==> config.mk <==
export PLATFORM = sky130hd
export DESIGN_NAME = spg_ctrl
export DESIGN_NICKNAME = d
export VERILOG_FILES = /design/src/design/sigma_point_generator_unit_defines.svh /design/src/design/spg_pkg.sv /design/src/design/spg_ctrl.sv
export SDC_FILE = /design/constraint.sdc
export NUM_CORES = 1
export LEC_CHECK = 0
export ABC_AREA = 1
export BUFFER_PORTS_ARGS = -buffer_cell sky130_fd_sc_hd__buf_2
export CAP_MARGIN = 20
export CORE_ASPECT_RATIO = 0.8
export CORE_MARGIN = 10
export CORE_UTILIZATION = 28
export CTS_CLUSTER_SIZE = 12
export DETAILED_ROUTE_END_ITERATION = 16
export PLACE_DENSITY_LB_ADDON = 0.12
export SLEW_MARGIN = 0
export SYNTH_ARGS = -nofsm -noshare
export SYNTH_HDL_FRONTEND = slang
export SYNTH_SLANG_ARGS = --single-unit
export TNS_END_PERCENT = 10
==> constraint.sdc <==
create_clock -name clk_i -period 3.6 [get_ports clk_i]
set_input_delay 0.18 -clock clk_i [delete_from_list [all_inputs] [get_ports clk_i]]
set_output_delay 0.18 -clock clk_i [all_outputs]
set_load 0.03 [all_outputs]
==> src/design/sigma_point_generator_unit_defines.svh <==
// assertion macros for the sigma point generator
`ifndef SIGMA_POINT_GENERATOR_UNIT_DEFINES_SVH
`define SIGMA_POINT_GENERATOR_UNIT_DEFINES_SVH
`ifndef ASSERT_OFF
`define SPG_ASSERT(lbl, prop, msg) \
  lbl: assert property (@(posedge clk_i) disable iff (!rst_ni) prop) else $error(msg);
`define SPG_ASSERT_NR(lbl, prop, msg) \
  lbl: assert property (@(posedge clk_i) prop) else $error(msg);
`else
`define SPG_ASSERT(lbl, prop, msg)
`define SPG_ASSERT_NR(lbl, prop, msg)
`endif
`endif

==> src/design/spg_pkg.sv <==
// shared types and constants of the sigma point generator
package spg_pkg;

  localparam int IDX_W  = 3;
  localparam int VAL_W  = 32;
  localparam int WGT_W  = 48;
  localparam int DIV_W  = 64;
  localparam int ROOT_W = 32;

  localparam logic [1:0] CFG_DIM   = 2'd0;
  localparam logic [1:0] CFG_ALPHA = 2'd1;
  localparam logic [1:0] CFG_BETA  = 2'd2;
  localparam logic [1:0] CFG_KAPPA = 2'd3;

  localparam logic [1:0] FAULT_NONE   = 2'd0;
  localparam logic [1:0] FAULT_NOT_PD = 2'd1;
  localparam logic [1:0] FAULT_SPREAD = 2'd2;

  typedef enum logic [4:0] {
    OP_NONE,
    OP_A2,
    OP_SPROD,
    OP_S,
    OP_CRD,
    OP_CLOAD,
    OP_MUL,
    OP_ACC,
    OP_SQRT_ACC,
    OP_WR_ROOT,
    OP_DIV_L,
    OP_WR_L,
    OP_SQRT_G,
    OP_GAMMA,
    OP_DIV_W0,
    OP_W0,
    OP_DIV_WI,
    OP_WI,
    OP_ERD,
    OP_EMUL,
    OP_EOUT,
    OP_FAULT
  } dp_op_e;

  typedef struct packed {
    dp_op_e           op;
    logic [IDX_W-1:0] i;
    logic [IDX_W-1:0] j;
    logic [IDX_W-1:0] k;
    logic [1:0]       fault;
    logic             last;
  } dp_cmd_t;

  typedef struct packed {
    logic             s_nonpos;
    logic             acc_nonpos;
    logic             sqrt_done;
    logic             div_done;
    logic             out_free;
    logic [IDX_W-1:0] n;
  } dp_stat_t;

endpackage

==> src/design/spg_ctrl.sv <==
// run sequencer: spread, factorization, weights and result emission
module spg_ctrl (
  input  logic              clk_i,
  input  logic              rst_ni,
  input  logic              start_i,
  input  spg_pkg::dp_stat_t stat_i,
  output spg_pkg::dp_cmd_t  cmd_o,
  output logic              idle_o
);
  import spg_pkg::*;

  typedef enum logic [4:0] {
    ST_IDLE, ST_A2, ST_SPROD, ST_S, ST_SCHK, ST_CRD, ST_CLOAD, ST_MUL, ST_ACC,
    ST_PIV, ST_SQRT, ST_DIV, ST_GSQ, ST_GWAIT, ST_W0, ST_W0WAIT, ST_WI,
    ST_WIWAIT, ST_ERD, ST_EMUL, ST_EOUT, ST_FAULT
  } state_e;

  state_e state_q;
  logic [IDX_W-1:0] i_q, j_q, k_q, k_nx, nm1;
  logic [1:0] fault_q;
  logic last_w;

  assign k_nx   = k_q + 1'b1;
  assign nm1    = stat_i.n - 1'b1;
  assign last_w = (j_q == stat_i.n) && (i_q == nm1);

  always_comb begin
    cmd_o.op    = OP_NONE;
    cmd_o.i     = i_q;
    cmd_o.j     = j_q;
    cmd_o.k     = k_q;
    cmd_o.fault = fault_q;
    cmd_o.last  = last_w;
    unique case (state_q)
      ST_A2:    cmd_o.op = OP_A2;
      ST_SPROD: cmd_o.op = OP_SPROD;
      ST_S:     cmd_o.op = OP_S;
      ST_CRD:   cmd_o.op = OP_CRD;
      ST_CLOAD: begin
        cmd_o.op = OP_CLOAD;
        cmd_o.k  = '0;
      end
      ST_MUL:   cmd_o.op = OP_MUL;
      ST_ACC: begin
        cmd_o.op = OP_ACC;
        cmd_o.k  = k_nx;
      end
      ST_PIV: begin
        if (i_q != j_q) cmd_o.op = OP_DIV_L;
        else if (!stat_i.acc_nonpos) cmd_o.op = OP_SQRT_ACC;
      end
      ST_SQRT:   if (stat_i.sqrt_done) cmd_o.op = OP_WR_ROOT;
      ST_DIV:    if (stat_i.div_done) cmd_o.op = OP_WR_L;
      ST_GSQ:    cmd_o.op = OP_SQRT_G;
      ST_GWAIT:  if (stat_i.sqrt_done) cmd_o.op = OP_GAMMA;
      ST_W0:     cmd_o.op = OP_DIV_W0;
      ST_W0WAIT: if (stat_i.div_done) cmd_o.op = OP_W0;
      ST_WI:     cmd_o.op = OP_DIV_WI;
      ST_WIWAIT: if (stat_i.div_done) cmd_o.op = OP_WI;
      ST_ERD:    cmd_o.op = OP_ERD;
      ST_EMUL:   cmd_o.op = OP_EMUL;
      ST_EOUT:   if (stat_i.out_free) cmd_o.op = OP_EOUT;
      ST_FAULT:  if (stat_i.out_free) cmd_o.op = OP_FAULT;
      default: ;
    endcase
  end

  always_ff @(posedge clk_i or negedge rst_ni) begin
    if (!rst_ni) begin
      state_q <= ST_IDLE;
      i_q     <= '0;
      j_q     <= '0;
      k_q     <= '0;
      fault_q <= FAULT_NONE;
    end else begin
      unique case (state_q)
        ST_IDLE:  if (start_i) state_q <= ST_A2;
        ST_A2:    state_q <= ST_SPROD;
        ST_SPROD: state_q <= ST_S;
        ST_S:     state_q <= ST_SCHK;
        ST_SCHK: begin
          i_q <= '0;
          j_q <= '0;
          if (stat_i.s_nonpos) begin
            fault_q <= FAULT_SPREAD;
            state_q <= ST_FAULT;
          end else begin
            state_q <= ST_CRD;
          end
        end
        ST_CRD: state_q <= ST_CLOAD;
        ST_CLOAD: begin
          k_q     <= '0;
          state_q <= (j_q == '0) ? ST_PIV : ST_MUL;
        end
        ST_MUL: state_q <= ST_ACC;
        ST_ACC: begin
          k_q     <= k_nx;
          state_q <= (k_nx < j_q) ? ST_MUL : ST_PIV;
        end
        ST_PIV: begin
          if (i_q != j_q) state_q <= ST_DIV;
          else if (stat_i.acc_nonpos) begin
            fault_q <= FAULT_NOT_PD;
            state_q <= ST_FAULT;
          end else state_q <= ST_SQRT;
        end
        ST_SQRT: begin
          if (stat_i.sqrt_done) begin
            if (j_q == nm1) state_q <= ST_GSQ;
            else begin
              i_q     <= j_q + 1'b1;
              state_q <= ST_CRD;
            end
          end
        end
        ST_DIV: begin
          if (stat_i.div_done) begin
            // next row of this column; after its last row, continue with the next diagonal
            if (i_q != nm1) i_q <= i_q + 1'b1;
            else begin
              i_q <= j_q + 1'b1;
              j_q <= j_q + 1'b1;
            end
            state_q <= ST_CRD;
          end
        end
        ST_GSQ:    state_q <= ST_GWAIT;
        ST_GWAIT:  if (stat_i.sqrt_done) state_q <= ST_W0;
        ST_W0:     state_q <= ST_W0WAIT;
        ST_W0WAIT: if (stat_i.div_done) state_q <= ST_WI;
        ST_WI:     state_q <= ST_WIWAIT;
        ST_WIWAIT: begin
          if (stat_i.div_done) begin
            i_q     <= '0;
            j_q     <= '0;
            fault_q <= FAULT_NONE;
            state_q <= ST_ERD;
          end
        end
        ST_ERD:  state_q <= ST_EMUL;
        ST_EMUL: state_q <= ST_EOUT;
        ST_EOUT: begin
          if (stat_i.out_free) begin
            if (last_w) state_q <= ST_IDLE;
            else begin
              if (i_q != nm1) i_q <= i_q + 1'b1;
              else begin
                i_q <= '0;
                j_q <= j_q + 1'b1;
              end
              state_q <= ST_ERD;
            end
          end
        end
        ST_FAULT: if (stat_i.out_free) state_q <= ST_IDLE;
        default: state_q <= ST_IDLE;
      endcase
    end
  end

  assign idle_o = (state_q == ST_IDLE);
endmodule

== Yosys cells after proc, flatten, opt, wreduce, memory -nomap -nowiden ==
Cells that the tools add are included.

* Bits in registers: 16
* Input bits: 11
* Output and inout port bits: 18
* Word-level logic and storage cells: 105

* Add/sub/neg operators: 4
* $lt $le $gt $ge: 1
* Equality and inequality tests: 39
* Mux-type cells: 46
* Reduce and logical (&&, ||, !) cells: 10

{| class="wikitable"
|+ Operators with widths
! operator !! count
|-
| $pmux 5 s22 || 1
|-
| $pmux 5 s20 || 1
|-
| $mux 5 || 15
|-
| $eq 5x4->1 const B || 8
|-
| $mux 3 || 12
|-
| $mux 4 || 9
|-
| $eq 5x5->1 const B || 6
|-
| $ne 2x2->1 const B || 13
|-
| $eq 5x3->1 const B || 4
|-
| $pmux 3 s5 || 1
|-
| $pmux 3 s4 || 1
|-
| $eq 5x2->1 const B || 2
|-
| $reduce_and 5->1 || 2
|-
| $add 3x1->3 const B || 3
|-
| $eq 3x3->1 || 3
|-
| $mux 2 || 4
|-
| $reduce_and 8->1 || 1
|-
| $reduce_and 7->1 || 1
|-
| $ne 3x3->1 || 2
|-
| $pmux 2 s3 || 1
|-
| $pmux 3 s2 || 1
|-
| $eq 5x1->1 const B || 1
|-
| $logic_not 5->1 || 1
|-
| $reduce_bool 5->1 || 1
|-
| other kinds (6) || 6
|}

== Logic depth before layout (Yosys ltp) ==
Gate-level depths: netlist of the first run.

* Depth after elaboration: 6
* Gate-level depth with buffers: 13

== Worst setup path before layout of the first run ==
No wires, ideal clock.

* Path kind: register to register
* From: reg state_q[4]
* To: reg k_q[0]
* Library setup time: 0.207 ns
* Arrival: 1.666 ns
* Required time: 3.393 ns
* Path slack: 1.727 ns
* Stages on the path, launching flop included: 7
* Path buffers: 1
* Cell sequence: dfrtp_1 -> buf_4 -> inv_2 -> nand3_4 -> inv_4 -> nand2_1 -> o21ai_0

{| class="wikitable"
|+ RTL lines
! element !! RTL line !! RTL
|-
| start: declaration || spg_ctrl.sv:18 || <nowiki>state_e state_q;</nowiki>
|-
| start signal: assignment || spg_ctrl.sv:94 || <nowiki>state_q <= (j_q == '0) ? ST_PIV : ST_MUL;</nowiki>
|-
| start signal: assignment || spg_ctrl.sv:99 || <nowiki>state_q <= (k_nx < j_q) ? ST_MUL : ST_PIV;</nowiki>
|-
| end signal: assignment || spg_ctrl.sv:98 || <nowiki>k_q <= k_nx;</nowiki>
|-
| end: declaration || spg_ctrl.sv:19 || <nowiki>logic [IDX_W-1:0] i_q, j_q, k_q, k_nx, nm1;</nowiki>
|}

==> results.yml, run 1 <==
critical_path:
  r2r_end: "state_q[0]"
  cp.arrival_ns: 2.07
  cp_num_buf_inv: 2
  path_delay_family: "simple AND/OR/NAND/NOR gates"
  critPathMaxStageDelay_ns: 0.63
  cpMaxStageDelayCell: "dfrtp_1"
  endpoint_kind: "output pin"
  cp_max_fo: 10
  reg2reg_slack_ns: 1.70
  path_cells: "inv_2 -> nand3_4 -> nor2_2 -> nor2_2 -> nand2_1 -> nor3_1 -> nand4_1 -> buf_2"
  crit_top_cell: "nor2_2"
  ff2ff_path_depth: 9
  timing.rr.start: "state_q[4]"
  startpoint_type: "flop"
  cp_data_required_time_ns: 3.42
  worst-setup-path-type: "reg -> out"
final_layout:
  layout.nets: 344
  layout_common_cells: "nand2_1 (116), inv_1 (28), buf_2 (28)"
  seqCellArea_um2: 400.4
  fillCellCount: 741
  final_util: 0.3320
  finish.instance_area_um2: 2117
  n_antenna_cell: 0
  fin_cells: 408
  area_delta_synth_final_pct: 15.34
  drive_above_1_share: 0.2191
  multi_input_area_um2: 1270
  layout_commonest_cell: "nand2_1"
clock_tree:
  htree_levels: 1
  clk_latency_ns: 0.25
  cts_resized: 0
  cts.sinks: 16
  cts.clk_slew.worst_paths_ns: 0.06
  cts.path.max_buffers: 2
  cts-root-buf: "clkbuf_8"
  cts_tree: "yes"
  cts_buffers: 3
  hold_buffers: 1
  cts_setup_buffers: 0
die:
  row_count: 26
  fp.dieH_um: 92.42
  dieArea_um2: 10210
  core-area_um2: 6376
  start_util: 0.2879
  fp.dieW_um: 110.5
  io_pins: 29
place:
  detailed_place.area_um2: 2066
  place_ws_ns: 1.643
  place.port_buffers: 28
  hpwl_mm: 4.681
  gp_congestion: 0.9316
  placed_cells_incl_taps: 404
global_route:
  overflow: 0
  antenna_found_initial: 0
  grt_usage: 0.1088
  grt_max_degree: 17
  grt_pass1_vias: 1809
  grt_pass1_wl_mm: 9.459
drt:
  viasPerCell: 4.672
  wl_mm: 5.578
  post_drt_wl_per_cell_um: 13.67
  dr.pass1.iters: 4
  vias: 1906
  antenna_left: 0
  drt_iter0_drc: 170
  drcViolationCount: 0
logic_synthesis:
  synthCells: 294
  syn_area_per_cell_um2: 6.243
  ys_seq_area_frac: 0.2181
  synth_edf_count: 0
  ys_types: 28
  yosys_register_bits: 16
  yosys_warnings: 0
  yosys-top-cells-area: "nand2_1 (24%), dfrtp_1 (22%), inv_1 (5.7%)"
  ys.flop_type: "dfrtp_1"
  synth_top_area_frac: 0.2372
  ys_async_sr_fraction: 1.000
  synth.largest_area_cell: "nand2_1"
  synth_nets: 312
  syn_area_um2: 1836
min_path:
  whs_endpoint: "fault_q[1]"
  hold_path_class: "in -> reg"
  min-delay-start: "stat_i[7]"
  whs_path_depth: 3
timing:
  slew_headroom: 0.6933
  finalClockSkew_ns: 0.002508
  timing.setup.tns_ns: 0
  worst_pin_slew_ns: 0.4600
  period_share: 0.6237
  fmax_mhz: 445.4
  period_minus_slack_ns: 2.245
  slew_violations: 0
  finalSetupViolCount: 0
  fin_ws_ns: 1.355
  finalHoldViolations: 0
  rsz0062_at_grt: "false"
flow_run:
  cap_violations: 0
pwr:
  power_density_nw_per_um2: 723.3
  p_leak_nw: 1.258
  ir_drop_mv: 0.2537
run_status:
  status: "finished clean"
-- per-layer routing --
metal | wire length, um | vias to the layer above | share of wire | GRT usage
met4 | 17 | 0 | 0.0030 | 0.009740
met5 | 0 | - | 0 | 0
met3 | 308 | 2 | 0.055 | 0.02450
met2 | 2434 | 53 | 0.44 | 0.1672
li1 | - | 993 | - | -
met1 | 2818 | 858 | 0.51 | 0.1558
-- Yosys cell counts (4+ instances only) --
cell type and n:
nand2_1 116, nand3_1 21, nor2_4 8, nor2_2 9
inv_2 6, nand2_4 5, inv_1 28, nor2_1 26
nand4_1 10, o21ai_0 7, nand3_4 4, ha_1 7
a21oi_1 4, dfrtp_1 16
-- stage by stage --
stage               hold slack [ns]  power (W)
global route                 0.2690   0.001691
floorplan                   -0.1156   0.001121
finish                       0.2297   0.001531
detailed placement           0.1351   0.001402
global placement             0.1396   0.001419
CTS                          0.2397   0.001546
-- worst reg2reg max path, delay by kind of cell, from the launching register on --
family | cells | cell delay (ns)
simple gates | 7 | 0.94
compound gates | 1 | 0.05
flops | 1 | 0.63
buf+inv | 1 | 0.19
-- layout make-up --
type,count,area share
multi-input cells,238,0.5999
flip-flops and latches,16,0.1891
repair buffers,29,0.07092
inverters,38,0.07092
well taps,84,0.04965
clock buffers,3,0.01950
-- report_power, final --
part | internal, W | switching (W)
combinational | 0.000323 | 0.000745
clock | 0.0000742 | 0.0000621
sequential | 0.000239 | 0.0000881
total | 0.000636 | 0.000895
-- registers in the layout (all words and copies together), names as in the netlist --
signal and cells:
i_q 3, k_q 3, state_q 5, fault_q 2, j_q 3
-- worst max path at each step --
stage,slack [ns],start,cells after the start,end
floorplan,1.73,state_q[4],6,k_q[0]
global placement,1.65,state_q[4],8,cmd_o[12]
detailed placement,1.64,state_q[4],8,cmd_o[12]
CTS,1.36,state_q[4],8,cmd_o[12]
global route,1.16,state_q[4],8,cmd_o[12]
finish,1.35,state_q[4],8,cmd_o[12]
-- cell families after synthesis --
logic type,after synthesis,share of synthesized area
AO/OA/AOI/OAI,20,0.06544
XOR/XNOR,5,0.02386
adder cells (fa/ha/maj),7,0.04771
buffers and inverters,40,0.08997
flip-flops,16,0.2181
AND/OR/NAND/NOR,206,0.5549
Power figures use the tool's default switching activity.
==> inputs of run 2 (changes only) <==
Clock period 3.6 ns to 1.9 ns, I/O delays scaled along.
==> results.yml, run 2 (synthesis gave the netlist of run 1 again) <==
drt:
  antenna_left: 0
  drcViolationCount: 0
  viasPerCell: 4.557
  drt_iter0_drc: 100
  vias: 1905
  post_drt_wl_per_cell_um: 13.64
  dr.pass1.iters: 4
  wl_mm: 5.703
final_layout:
  area_delta_synth_final_pct: 23.18
  fin_cells: 418
  drive_above_1_share: 0.2754
  layout_common_cells: "nand2_1 (113), inv_1 (28), buf_2 (25)"
  largest_reg_flops: 5
  layout.nets: 353
  seqCellArea_um2: 405.4
  n_antenna_cell: 0
  layout_commonest_cell: "nand2_1"
  fillCellCount: 733
  multi_input_area_um2: 1308
  finish.instance_area_um2: 2261
  regMostFlops: "state_q"
timing:
  rsz0062_at_grt: "true"
  fmax_mhz: 544.3
  slew_violations: 0
  period_share: 0.9670
  hold_slack_ns: 0.1588
  timing.setup.tns_ns: 0
  finalHoldViolations: 0
  fin_ws_ns: 0.06270
  period_minus_slack_ns: 1.837
  finalSetupViolCount: 0
  finalClockSkew_ns: 0.01061
  slew_headroom: 0.7184
  worst_pin_slew_ns: 0.4224
critical_path:
  cp_data_required_time_ns: 1.80
  ff2ff_path_depth: 10
  worst-setup-path-type: "reg -> out"
  crit_path_start: "state_q[2]"
  startpoint_type: "flop"
  reg2reg_slack_ns: 0.10
  timing.rr.start: "k_q[0]"
  cp_max_fo: 6
  r2r_end: "state_q[2]"
  cp.arrival_ns: 1.74
  endpoint_kind: "output pin"
min_path:
  min-delay-start: "stat_i[7]"
  hold_path_class: "in -> reg"
  whs_endpoint: "fault_q[1]"
  whs_path_depth: 3
place:
  place.port_buffers: 28
  hpwl_mm: 4.804
  detailed_place.area_um2: 2126
  placed_cells_incl_taps: 412
  place_ws_ns: 0.09345
  gp_congestion: 0.8798
die:
  row_count: 26
  fp.dieW_um: 110.5
  core-area_um2: 6376
  fp.dieH_um: 92.42
  io_pins: 29
  start_util: 0.2879
  dieArea_um2: 10210
pwr:
  power_density_nw_per_um2: 1404
  p_leak_nw: 1.321
  ir_drop_mv: 0.3629
flow_run:
  cap_violations: 0
clock_tree:
  htree_levels: 1
  clk_latency_ns: 0.26
  cts_buffers: 3
  cts.sinks: 16
  cts_tree: "yes"
  cts.path.max_buffers: 2
  cts.clk_slew.worst_paths_ns: 0.07
  cts-root-buf: "clkbuf_8"
global_route:
  grt_pass1_vias: 1764
  antenna_found_initial: 0
  grt_pass1_wl_mm: 9.308
  overflow: 0
  grt_usage: 0.1093
  grt_max_degree: 17
run_status:
  status: "finished clean"
run 2: cell count changes in the layout (fill, tap and decap cells not counted), moves of 3 or more:
cell,previous run,this run
buf_2,28,25
buf_4,0,10
dfrtp_1,16,12
dfrtp_2,0,4
nand2_1,116,113
nand2_2,2,5
nor2_4,8,12
run 2: metrics by stage:
step | total power (W) | util
6_report | 0.003174 | 0.3546
3_3_place_gp | 0.002775 | 0.3334
5_1_grt | 0.003439 | 0.3546
3_5_place_dp | 0.002751 | 0.3334
2_1_floorplan | 0.002124 | -
4_1_cts | 0.003122 | 0.3469
run 2: metal layers:
layer	up-vias	GRT usage	routed length, um
met5	-	0	0
li1	1015	-	-
met2	43	0.1623	2426
met4	0	0.01299	15
met3	2	0.02643	335
met1	845	0.1584	2924
run 2: worst max path at each step:
stage,cells past startpoint,slack (ns),end
final,10,0.06,cmd_o[15]
after global routing,9,-0.04,cmd_o[14]
after CTS,8,0.002,cmd_o[14]
after detailed placement,10,0.09,state_q[1]
after global placement,10,0.13,state_q[1]
after floorplan,6,0.03,k_q[0]
run 2: where the power goes:
part           internal (W)  switching, W  total [W]
Clock              0.000184      0.000130   0.000314
Combinational      0.000760       0.00148    0.00224
Sequential         0.000459      0.000155   0.000614
run 2: worst max-delay path, stage by stage (launching register included):
cell and delay (ns):
dfrtp_2 0.46, inv_4 0.10, nand3_4 0.15, inv_4 0.12, nand2_4 0.08, inv_2 0.06
nand2_1 0.06, o21ai_0 0.10, inv_1 0.09, nand3_1 0.09, buf_4 0.16
run 2: area by class of cell:
class | instances | share of cell area
Inverter | 38 | 0.06862
Multi-Input combinational cell | 238 | 0.5783
Clock buffer | 4 | 0.02435
Sequential cell | 16 | 0.1793
Timing Repair Buffer | 38 | 0.1029
Tap cell | 84 | 0.04649
run 2: timing repair:
| action | in CTS | in global routing |
|---|---|---|
| pin swaps | 1 | 1 |
| hold endpoints to repair | 16 | 0 |
| hold buffers | 1 | 0 |
| setup buffers | 1 | 0 |
| resized for setup | 7 | 19 |
| gates cloned | 0 | 0 |
| setup endpoints to repair | 7 | 11 |
